$ cat src/sobel_pkg.sv
// shared types and constants for the sobel edge magnitude block
`timescale 1ns / 1ps
`default_nettype none
package sobel_pkg;

  localparam int MAX_WIDTH = 1024;
  localparam int ADDR_W    = $clog2(MAX_WIDTH);
  localparam int COL_W     = 11;
  localparam int ROW_W     = 17;
  localparam int HGT_W     = 16;
  localparam int PIX_W     = 24;
  localparam int GRAD_W    = 12;
  localparam int SUM_W     = 21;
  localparam int SQ_W      = 16;
  localparam int SQ_LIMIT  = 65280;
  localparam int WIDTH_RESET  = 640;
  localparam int HEIGHT_RESET = 480;

  // register indexes on the configuration port
  localparam logic REG_WIDTH  = 1'b0;
  localparam logic REG_HEIGHT = 1'b1;

  typedef struct packed {
    logic       kind;
    logic [7:0] red_in;
    logic [7:0] green_in;
    logic [7:0] blue_in;
  } sobel_in_t;

  typedef struct packed {
    logic [7:0] red_edge;
    logic [7:0] green_edge;
    logic [7:0] blue_edge;
    logic       frame_end;
  } sobel_out_t;

  typedef struct packed {
    logic [COL_W-1:0] image_width;
    logic [HGT_W-1:0] image_height;
    logic             restart;
  } sobel_cfg_t;

  typedef struct packed {
    logic            done;
    logic [2:0][7:0] mag;
  } sobel_sqrt_res_t;

  typedef enum logic [2:0] {
    S_IDLE,
    S_READ,
    S_GRAD,
    S_SQ,
    S_SQRT,
    S_PUSH
  } sobel_state_t;

endpackage
`default_nettype wire

$ cat src/sobel_cfg.sv
// apb register file for image width and height
`timescale 1ns / 1ps
`default_nettype none
module sobel_cfg (
  input  wire logic               clk,
  input  wire logic               rst,
  input  wire logic               psel,
  input  wire logic               penable,
  input  wire logic               pwrite,
  input  wire logic [2:0]         paddr,
  input  wire logic [31:0]        pwdata,
  output logic      [31:0]        prdata,
  output logic                    pready,
  output sobel_pkg::sobel_cfg_t   cfg
);
  import sobel_pkg::*;

  logic [COL_W-1:0] image_width;
  logic [HGT_W-1:0] image_height;
  logic             restart;
  logic             wr;

  assign pready  = 1'b1;
  assign wr      = psel && penable && pwrite;
  // any write restarts the frame at the same edge
  assign restart = wr;

  // register writes
  always_ff @(posedge clk) begin
    if (rst) begin
      image_width  <= COL_W'(WIDTH_RESET);
      image_height <= HGT_W'(HEIGHT_RESET);
    end else begin
      if (wr) begin
        if (paddr[2] == REG_HEIGHT) begin
          image_height <= pwdata[HGT_W-1:0];
        end else begin
          image_width <= pwdata[COL_W-1:0];
        end
      end
    end
  end

  // read mux
  always_comb begin
    if (paddr[2] == REG_HEIGHT) begin
      prdata = {{(32-HGT_W){1'b0}}, image_height};
    end else begin
      prdata = {{(32-COL_W){1'b0}}, image_width};
    end
  end

  assign cfg = '{image_width: image_width, image_height: image_height, restart: restart};

endmodule
`default_nettype wire

$ cat config.mk
export PLATFORM = sky130hd
export DESIGN_NAME = sobel_cfg
export DESIGN_NICKNAME = d
export VERILOG_FILES = /design/src/sobel_pkg.sv /design/src/sobel_cfg.sv
export SDC_FILE = /design/constraint.sdc
export NUM_CORES = 1
export LEC_CHECK = 0
export BUFFER_PORTS_ARGS = -buffer_cell sky130_fd_sc_hd__buf_4
export CAP_MARGIN = 20
export CORE_MARGIN = 8
export CORE_UTILIZATION = 44
export CTS_CLUSTER_SIZE = 8
export DETAILED_ROUTE_END_ITERATION = 7
export PLACE_DENSITY_LB_ADDON = 0.2
export SLEW_MARGIN = 20
export SYNTH_ARGS = -nofsm -noshare
export SYNTH_HDL_FRONTEND = slang
export SYNTH_SLANG_ARGS = --single-unit
$ cat constraint.sdc
create_clock -name clk -period 1.55 [get_ports clk]
set_input_delay 0.2325 -clock clk [delete_from_list [all_inputs] [get_ports clk]]
set_output_delay 0.2325 -clock clk [all_outputs]
set_load 0.01 [all_outputs]
==> flow_summary.json <==
{
  "gr-usage-met2_pct": 22.56,
  "syn_area_per_cell_um2": 9.771,
  "wl_per_cell_um": 13.95,
  "vias_per_cell": 4.500,
  "crit_family": "flip-flops",
  "clock_path_buffers": 2,
  "crit_required_ps": 1320,
  "cp-start-kind": "register",
  "area_growth_pct": 29.49,
  "layout_min_cycle_time_ps": 1312,
  "core-area_um2": 3284,
  "grt_use_met1_pct": 12.63,
  "cp.arrival_ps": 1080,
  "antenna_found_initial": 0,
  "num_vias": 1152,
  "instances_no_fill": 256,
  "io_buffers": 65,
  "cts_setup_buffers": 0,
  "clkLatencyLatePin_ps": 310,
  "worst_r2r_endpoint": "image_height[8]",
  "cts_root_buf": "clkbuf_4",
  "rrSetupSlack_ps": 900,
  "cts_hold_buf": 0,
  "setup_viol": 0,
  "cpPeakStageDelay_ps": 360,
  "crit_buf_inv": 1,
  "clock-sinks": 27,
  "synth_seq_cells": 27,
  "slowest_stage": "dfxtp_1",
  "dp.final_hpwl_um": 2722,
  "min_to": "image_height[14]",
  "die_y_um": 74.10,
  "grt_pass1_wl_um": 5368,
  "clock_skew_ps": 0,
  "powerDensity_nw_per_um2": 648.1,
  "yosys.area.top_type": "dfxtp_1",
  "detail-route-antenna-nets": 0,
  "placementRows": 21,
  "ys.flop_type": "dfxtp_1",
  "ys_top_cells_by_count": "nand2b_1 (36), dfxtp_1 (27), mux2i_1 (27)",
  "die-area_um2": 5491,
  "yosysWarnings": 0,
  "grt_pass1_vias": 1185,
  "worstPathCellList": "mux2_2, buf_4",
  "synthArstFlopShare_pct": 0,
  "syn_area_um2": 1485,
  "max_freq_ghz": 0.7621,
  "first_pass_iters": 4,
  "gp_routability_congestion": 0.6843,
  "yosys-top-cells-area": "dfxtp_1 (36%), mux2i_1 (18%), nand2b_1 (15%)",
  "hold_depth": 3,
  "finalMaxSlewViolations": 0,
  "cp-end-kind": "primary output",
  "synth_edf_count": 0,
  "grt-ovfl-total": 0,
  "post_cts_resized": 0,
  "numCtsBuffers": 3,
  "ff2ff_path_depth": 2,
  "cts.htree.levels": 1,
  "syn_inst": 152,
  "outcome": "completed",
  "totalWireLength_um": 3571,
  "vdd_drop_max_uv": 478.4,
  "drc": 0,
  "worstSetupPathType": "reg2out",
  "hold_class": "in2reg",
  "ys_seq_area_share_pct": 36.39,
  "ys_types": 16,
  "fin_tns_setup_ps": 0,
  "synth_top_area_share_pct": 36.39,
  "ioPinCount": 101,
  "grtUsageTotal_pct": 12.05,
  "min_from": "pwdata[14]",
  "drive_above_1_share_pct": 38.57,
  "drt_iter0_markers": 32,
  "leakage_nw": 0.9007,
  "initial_core_util_pct": 45.22,
  "yosysMostFrequentCell": "nand2b_1",
  "grt_busiest_layer": "met2",
  "gr-usage-met3_pct": 4.313,
  "fin_crit_sh_pct": 84.66,
  "nNetsFinal": 251,
  "cp_max_fo": 3,
  "rsz0062_at_grt": "no",
  "reg2reg_from": "image_height[8]",
  "hold_viol_final": 0,
  "clk_pin_slew_ps": 140,
  "n_antenna_cell": 0,
  "cap_violations": 0,
  "cp.depth": 2,
  "die_w_um": 74.10,
  "grt_start_max_net_pins": 48,
  "place_inst": 252,
  "tritoncts": "built"
}
-- state kept, by name, summed over array words and instances (netlist names) --
name          count
image_width      11
image_height     16
-- cell usage in the layout, fill, tap and decap left out --
master     n
and2_1     5
and3_1     1
and4_1     1
and4b_1    1
buf_4     67
clkbuf_1   1
clkbuf_4   3
conb_1    17
dfxtp_1   27
mux2_2    11
mux2i_1   27
nand2b_1  36
nand4_1    1
nand4b_1   1
nor2_1    11
-- routing by layer --
| metal | up-vias | wire, um | share of wire (%) |
|---|---|---|---|
| met4 | 0 | 8 | 0.22 |
| met3 | 2 | 418 | 12 |
| met5 | - | 0 | 0 |
| met1 | 523 | 1391 | 39 |
| li1 | 575 | - | - |
| met2 | 52 | 1752 | 49 |
-- stage by stage --
| stage | power, W | hold slack, ps | area [um^2] | worst slack (ps) | util, % |
|---|---|---|---|---|---|
| 3_3_place_gp | 0.0009564 | 468.0 | 1897 | 343.6 | 57.75 |
| 2_1_floorplan | 0.0008957 | 387.8 | 1541 | 435.3 | - |
| 6_report | 0.001246 | 170.9 | 1923 | 237.8 | 58.55 |
| 4_1_cts | 0.001268 | 156.2 | 1923 | 223.2 | 58.55 |
| 3_5_place_dp | 0.0009634 | 482.0 | 1897 | 299.0 | 57.75 |
| 5_1_grt | 0.001312 | 151.5 | 1923 | 183.3 | 58.55 |
-- worst max-delay path by stage --
stage	start	to	slack (ps)
detailed placement	paddr[2]	image_height[15]	300
finish	image_height[0]	prdata[0]	240
floorplan	paddr[2]	prdata[10]	440
CTS	image_height[10]	prdata[10]	220
global placement	paddr[2]	prdata[7]	340
global route	image_height[10]	prdata[10]	180
-- area by class of cell --
cell class                      count  area (um^2)
Clock buffer                        4        26.28
Tap cell                           46        57.56
Multi-Input combinational cell    112        795.8
Fill cell                         307         1361
Sequential cell                    27        540.5
Timing Repair Buffer               67        503.0
-- cell families after synthesis --
group | after synthesis | share of synthesized area, %
and+or+nand+nor | 57 | 22.75
muxes | 38 | 26.54
buffers and inverters | 28 | 13.82
DFF | 27 | 36.39
other | 2 | 0.5057
-- tightest hold or removal path: cells and delay by family --
family	cells	cell delay, ps
multiplexers	1	60
buffers and inverters	1	110
AND/OR/NAND/NOR	1	60
-- where the power goes --
group / leakage [nW] / switching (W) / internal (W)
Combinational: 0.667 / 0.000108 / 0.000119
Sequential: 0.219 / 0.0000112 / 0.000710
Clock: 0.0150 / 0.000198 / 0.000100
Power figures use the tool's default switching activity.
