===== config.mk =====
export PLATFORM = sky130hd
export DESIGN_NAME = sobel_sqrt
export DESIGN_NICKNAME = d
export VERILOG_FILES = /design/src/sobel_pkg.sv /design/src/sobel_sqrt.sv
export SDC_FILE = /design/constraint.sdc
export NUM_CORES = 1
export LEC_CHECK = 0
export ABC_AREA = 1
export ABC_CLOCK_PERIOD_IN_PS = 16750
export BUFFER_PORTS_ARGS = -buffer_cell sky130_fd_sc_hd__buf_2
export CORE_AREA = 2 2 187 189
export CTS_CLUSTER_DIAMETER = 100
export DETAILED_ROUTE_END_ITERATION = 16
export DIE_AREA = 0 0 189 191
export MAX_ROUTING_LAYER = met4
export PLACE_DENSITY = 0.82
export SKIP_LAST_GASP = 1
export SLEW_MARGIN = 20
export SYNTH_ARGS = -nofsm -noshare
export SYNTH_HDL_FRONTEND = slang
export SYNTH_SLANG_ARGS = --single-unit

===== constraint.sdc =====
create_clock -name clk -period 16.75 [get_ports clk]
set_input_delay 1.675 -clock clk [delete_from_list [all_inputs] [get_ports clk]]
set_output_delay 1.675 -clock clk [all_outputs]
set_load 0.05 [all_outputs]

===== src/sobel_pkg.sv =====
// shared types and constants for the sobel edge magnitude block
`timescale 1ns / 1ps
`default_nettype none
package sobel_pkg;

  localparam int MAX_WIDTH = 1024;
  localparam int ADDR_W    = $clog2(MAX_WIDTH);
  localparam int COL_W     = 11;
  localparam int ROW_W     = 17;
  localparam int HGT_W     = 16;
  localparam int PIX_W     = 24;
  localparam int GRAD_W    = 12;
  localparam int SUM_W     = 21;
  localparam int SQ_W      = 16;
  localparam int SQ_LIMIT  = 65280;
  localparam int WIDTH_RESET  = 640;
  localparam int HEIGHT_RESET = 480;

  // register indexes on the configuration port
  localparam logic REG_WIDTH  = 1'b0;
  localparam logic REG_HEIGHT = 1'b1;

  typedef struct packed {
    logic       kind;
    logic [7:0] red_in;
    logic [7:0] green_in;
    logic [7:0] blue_in;
  } sobel_in_t;

  typedef struct packed {
    logic [7:0] red_edge;
    logic [7:0] green_edge;
    logic [7:0] blue_edge;
    logic       frame_end;
  } sobel_out_t;

  typedef struct packed {
    logic [COL_W-1:0] image_width;
    logic [HGT_W-1:0] image_height;
    logic             restart;
  } sobel_cfg_t;

  typedef struct packed {
    logic            done;
    logic [2:0][7:0] mag;
  } sobel_sqrt_res_t;

  typedef enum logic [2:0] {
    S_IDLE,
    S_READ,
    S_GRAD,
    S_SQ,
    S_SQRT,
    S_PUSH
  } sobel_state_t;

endpackage
`default_nettype wire


===== src/sobel_sqrt.sv =====
// iterative rounded square root, three channels side by side, one bit per cycle
`timescale 1ns / 1ps
`default_nettype none
module sobel_sqrt (
  input  wire logic                        clk,
  input  wire logic                        rst,
  input  wire logic                        start,
  input  wire logic [2:0][sobel_pkg::SUM_W-1:0] sum,
  output sobel_pkg::sobel_sqrt_res_t       res
);
  import sobel_pkg::*;

  logic [2:0][SQ_W-1:0] sv;
  logic [2:0]           sat;
  logic [2:0][7:0]      r;
  logic [2:0][7:0]      r_next;
  logic [2:0][7:0]      mag;
  logic [2:0][7:0]      mag_next;
  logic [2:0]           step;
  logic                 busy;
  logic                 rnd;
  logic                 done;
  logic [7:0]           bitv;

  assign bitv = 8'h80 >> step;

  // one trial bit per channel, and the final rounding
  always_comb begin
    logic [7:0]  t;
    logic [15:0] tt;
    logic [16:0] rem;
    for (int c = 0; c < 3; c++) begin
      t  = r[c] | bitv;
      tt = t * t;
      r_next[c] = (tt <= sv[c]) ? t : r[c];
      tt  = r[c] * r[c];
      rem = {1'b0, sv[c]} - {1'b0, tt};
      if (sat[c]) begin
        mag_next[c] = 8'hFF;
      end else if (rem > {9'b0, r[c]}) begin
        mag_next[c] = r[c] + 8'd1;
      end else begin
        mag_next[c] = r[c];
      end
    end
  end

  // control
  always_ff @(posedge clk) begin
    if (rst) begin
      busy <= 1'b0;
      rnd  <= 1'b0;
      done <= 1'b0;
      step <= '0;
    end else begin
      done <= 1'b0;
      if (start) begin
        busy <= 1'b1;
        step <= '0;
      end else if (busy) begin
        step <= step + 3'd1;
        if (step == 3'd7) begin
          busy <= 1'b0;
          rnd  <= 1'b1;
        end
      end else if (rnd) begin
        rnd  <= 1'b0;
        done <= 1'b1;
      end
    end
  end

  // datapath
  always_ff @(posedge clk) begin
    for (int c = 0; c < 3; c++) begin
      if (start) begin
        sat[c] <= sum[c] > SUM_W'(SQ_LIMIT);
        sv[c]  <= sum[c][SQ_W-1:0];
        r[c]   <= '0;
      end else if (busy) begin
        r[c] <= r_next[c];
      end else if (rnd) begin
        mag[c] <= mag_next[c];
      end
    end
  end

  assign res = '{done: done, mag: mag};

endmodule
`default_nettype wire


==> results.yml <==
job:
  maxCapViolations: 0
routing:
  drtIter0Drc: 989
  drc_errors: 0
  num_vias: 15370
  wire_per_inst_um: 14.85
  via_per_inst: 5.180
  first_pass_iters: 6
  routed_wl_mm: 44.07
  ant_nets: 0
min_path:
  hold_class: "reg -> reg"
global_routing:
  grt_max_degree: 57
  use_met3_pct: 4.039
  use_met2_pct: 45.52
  grt_pass1_wl_mm: 74.36
  gr-max-usage-layer: "met2"
  grt_remaining_overflow: 0
  grt_pass1_vias: 15845
  grt_usage_pct: 26.30
  met1_usage_pct: 31.39
  grt_antenna_before_repair: 0
placed_design:
  globalplace.congestion: 0.9344
  postPlaceCellArea_mm2: 0.01934
  post-dp-hpwl_mm: 37.59
  portBuffers: 90
  dpl_worst_slack_ps: 10250
clock_network:
  cts.clk_slew.worst_paths_ps: 80
  cts_max_path_buffers: 2
  cts_hold_buffers: 0
  ctsResizeCount: 0
  cts.sinks: 105
  clkLatencyLatePin_ps: 380
  cts_made_buffers: 9
  post-cts-setup-buffers: 0
  cts_root_buf: "clkbuf_16"
  htreeDepth: 3
  cts_tree: "built"
timing:
  setup_viol: 0
  hold_viol: 0
  relSlewSlack_pct: 45.74
  finalMaxSlewViolations: 0
  rsz0062_at_grt: "no"
  period_minus_slack_ps: 6565
  fmaxAchievable_mhz: 152.3
  fin_skew_ps: 7.733
  fin_crit_sh_pct: 39.20
  worst_slew_pin_slew_ps: 813.8
  fin_ws_ps: 10180
  tns_ps: 0
finish:
  drive_gt1_share_pct: 7.205
  fin_area_mm2: 0.01968
  syn2layout_area_growth_pct: 6.588
  fillers: 3105
  final_nets: 3037
  diodes: 0
pwr:
  power_frac_clock_pct: 29.6
  pwr-share-seq_pct: 36.1
  power_frac_comb_pct: 34.3
  p_leak_nw: 11.07
  p_int_mw: 0.5437
  vdd_drop_max_mv: 0.05704
  p_sw_share_pct: 35.61
  p_per_area_mw_per_mm2: 42.91
  p_sw_mw: 0.3006
worst_setup_path:
  cp.required_ps: 17010
  path_class: "reg -> reg"
  cp-start-kind: "register"
  cp_max_fo: 10
  cp-end-kind: "register"
  arrival_ps: 6820
synth:
  synth.distinct_cells: 46
  postSynthCellCount: 2441
  synth_warnings: 0
  synth_seq_area_share_pct: 15.45
  ys_ff_latch: 105
  async_flop_share_pct: 0
  ys.flop_type: "edfxtp_1"
  synth_nets: 2971
  synth_edf_count: 75
  synth.cell_area_mm2: 0.01846
  syn_area_per_cell_um2: 7.563
floorplan:
  coreArea_mm2: 0.03412
  io_pins: 91
  dieHeight_um: 191
  start_util_pct: 54.11
  design.die.area_mm2: 0.03610
  die_w_um: 189
  rows: 68
outcome:
  status: "completed"
[metrics by stage]
stage | hold WS, ps | total power, mW | utilization, % | instances
global placement | 486.0 | 0.5869 | 56.67 | 2951
floorplan | 442.5 | 0.5187 | - | 2441
finish | 517.5 | 0.8444 | 57.67 | 2967
global route | 535.2 | 0.9012 | 57.67 | 2967
CTS | 512.4 | 0.8473 | 57.67 | 2967
detailed placement | 501.7 | 0.5976 | 56.67 | 2951
[cells in the mapped netlist, drive strengths merged (2+ instances only)]
| cell type | n | share of area [%] |
|---|---|---|
| fa | 183 | 20 |
| ha | 281 | 19 |
| a211oi | 5 | 0.20 |
| xnor2 | 39 | 1.9 |
| and2 | 4 | 0.14 |
| xor2 | 63 | 3.0 |
| a21o | 4 | 0.16 |
| nand4 | 28 | 0.98 |
| or3b | 3 | 0.14 |
| nor3 | 25 | 0.73 |
| clkbuf | 19 | 0.39 |
| nor2 | 152 | 3.6 |
| o21a | 2 | 0.081 |
| inv | 624 | 13 |
| nand2 | 572 | 12 |
| and3 | 3 | 0.10 |
| dfxtp | 30 | 3.3 |
| buf | 18 | 0.50 |
| nand3b | 10 | 0.41 |
| nor4 | 12 | 0.41 |
| edfxtp | 75 | 12 |
| nand3 | 112 | 3.2 |
| a21oi | 128 | 3.6 |
| o21bai | 4 | 0.16 |
| o21ai | 39 | 1.2 |
[layer usage]
layer  share of wire (%)  wire length [um]  vias up
met2                  49             21600      427
met5                   0                 0        -
met3                 5.8              2546       95
li1                    -                 -     7615
met4                 2.8              1227        0
met1                  42             18700     7233
[final cells by class]
class / count / area [um^2] / area share, %
clock buffers: 9 / 225.2 / 1.145
well taps: 455 / 569.3 / 2.893
flip-flops and latches: 105 / 2853 / 14.50
multi-input cells: 1674 / 13100 / 66.59
repair buffers: 92 / 465.4 / 2.366
clock inverters: 7 / 115.1 / 0.5850
inverters: 625 / 2346 / 11.92
[power groups by stage]
stage / Combinational, mW / Clock [mW] / Sequential (mW)
2_1_floorplan: 0.217 / 0 / 0.302
3_3_place_gp: 0.277 / 0 / 0.310
3_5_place_dp: 0.287 / 0 / 0.310
4_1_cts: 0.290 / 0.253 / 0.305
5_1_grt: 0.333 / 0.263 / 0.306
6_report: 0.289 / 0.250 / 0.305
[critical path, stage by stage (launching register included)]
cell	delay (ps)
dfxtp_1	350
ha_1	230
ha_1	260
nor2_1	560
nor2_1	240
fa_1	480
fa_1	510
inv_1	50
fa_1	500
fa_1	540
inv_1	40
ha_1	340
inv_1	70
nor3_1	190
a21oi_1	120
o21ai_0	320
nand2_1	100
nand2_1	80
a21oi_1	70
xor2_1	150
ha_1	330
nand4_1	130
nor2_1	170
o21ai_0	110
nand3_1	80
nand2_1	80
nand2_1	220
a21oi_1	110
[path summary, 6_finish.rpt]
kind,to,startpoint,slack [ps],depth (start not counted)
worst max register to register,r[5],step[0],10180,27
worst max-delay path,r[5],step[0],10180,27
worst min register to register,rnd,rnd,520,2
worst min-delay path,rnd,rnd,520,2
[placed cells by master (no fill, tap or decap), types with 4 or more instances in the layout]
cell type,count
nand3b_1,10
nor4_1,12
o21bai_1,4
o21ai_0,35
nor2_4,6
a211oi_1,5
nand2_2,24
nand3_1,108
and2_1,4
nor3_1,22
xnor2_1,39
clkbuf_16,9
a21o_1,4
ha_1,281
inv_1,611
nand4_1,27
xor2_1,63
nand2_1,547
buf_2,90
edfxtp_1,75
nor2_1,135
dfxtp_1,30
inv_2,13
a21oi_1,122
a21oi_2,6
fa_1,183
nor2_2,10
[cell families (layout without fill, tap and decap cells)]
| kind of cell | Yosys count | count (layout) | synth area share, % |
|---|---|---|---|
| AOI/OAI and AO/OA | 186 | 186 | 5.524 |
| xor gates and xnor gates | 102 | 102 | 4.839 |
| adders and majority gates | 464 | 464 | 38.89 |
| buffers and inverters | 662 | 733 | 13.60 |
| DFF | 105 | 105 | 15.45 |
| and+or+nand+nor | 922 | 922 | 21.70 |
[registers in the layout (all words and copies together) (netlist names)]
register,count
res,24
sv,48
rnd,1
r,24
done,1
step,3
sat,3
busy,1
Note: power is estimated with default switching activity, not from simulation.
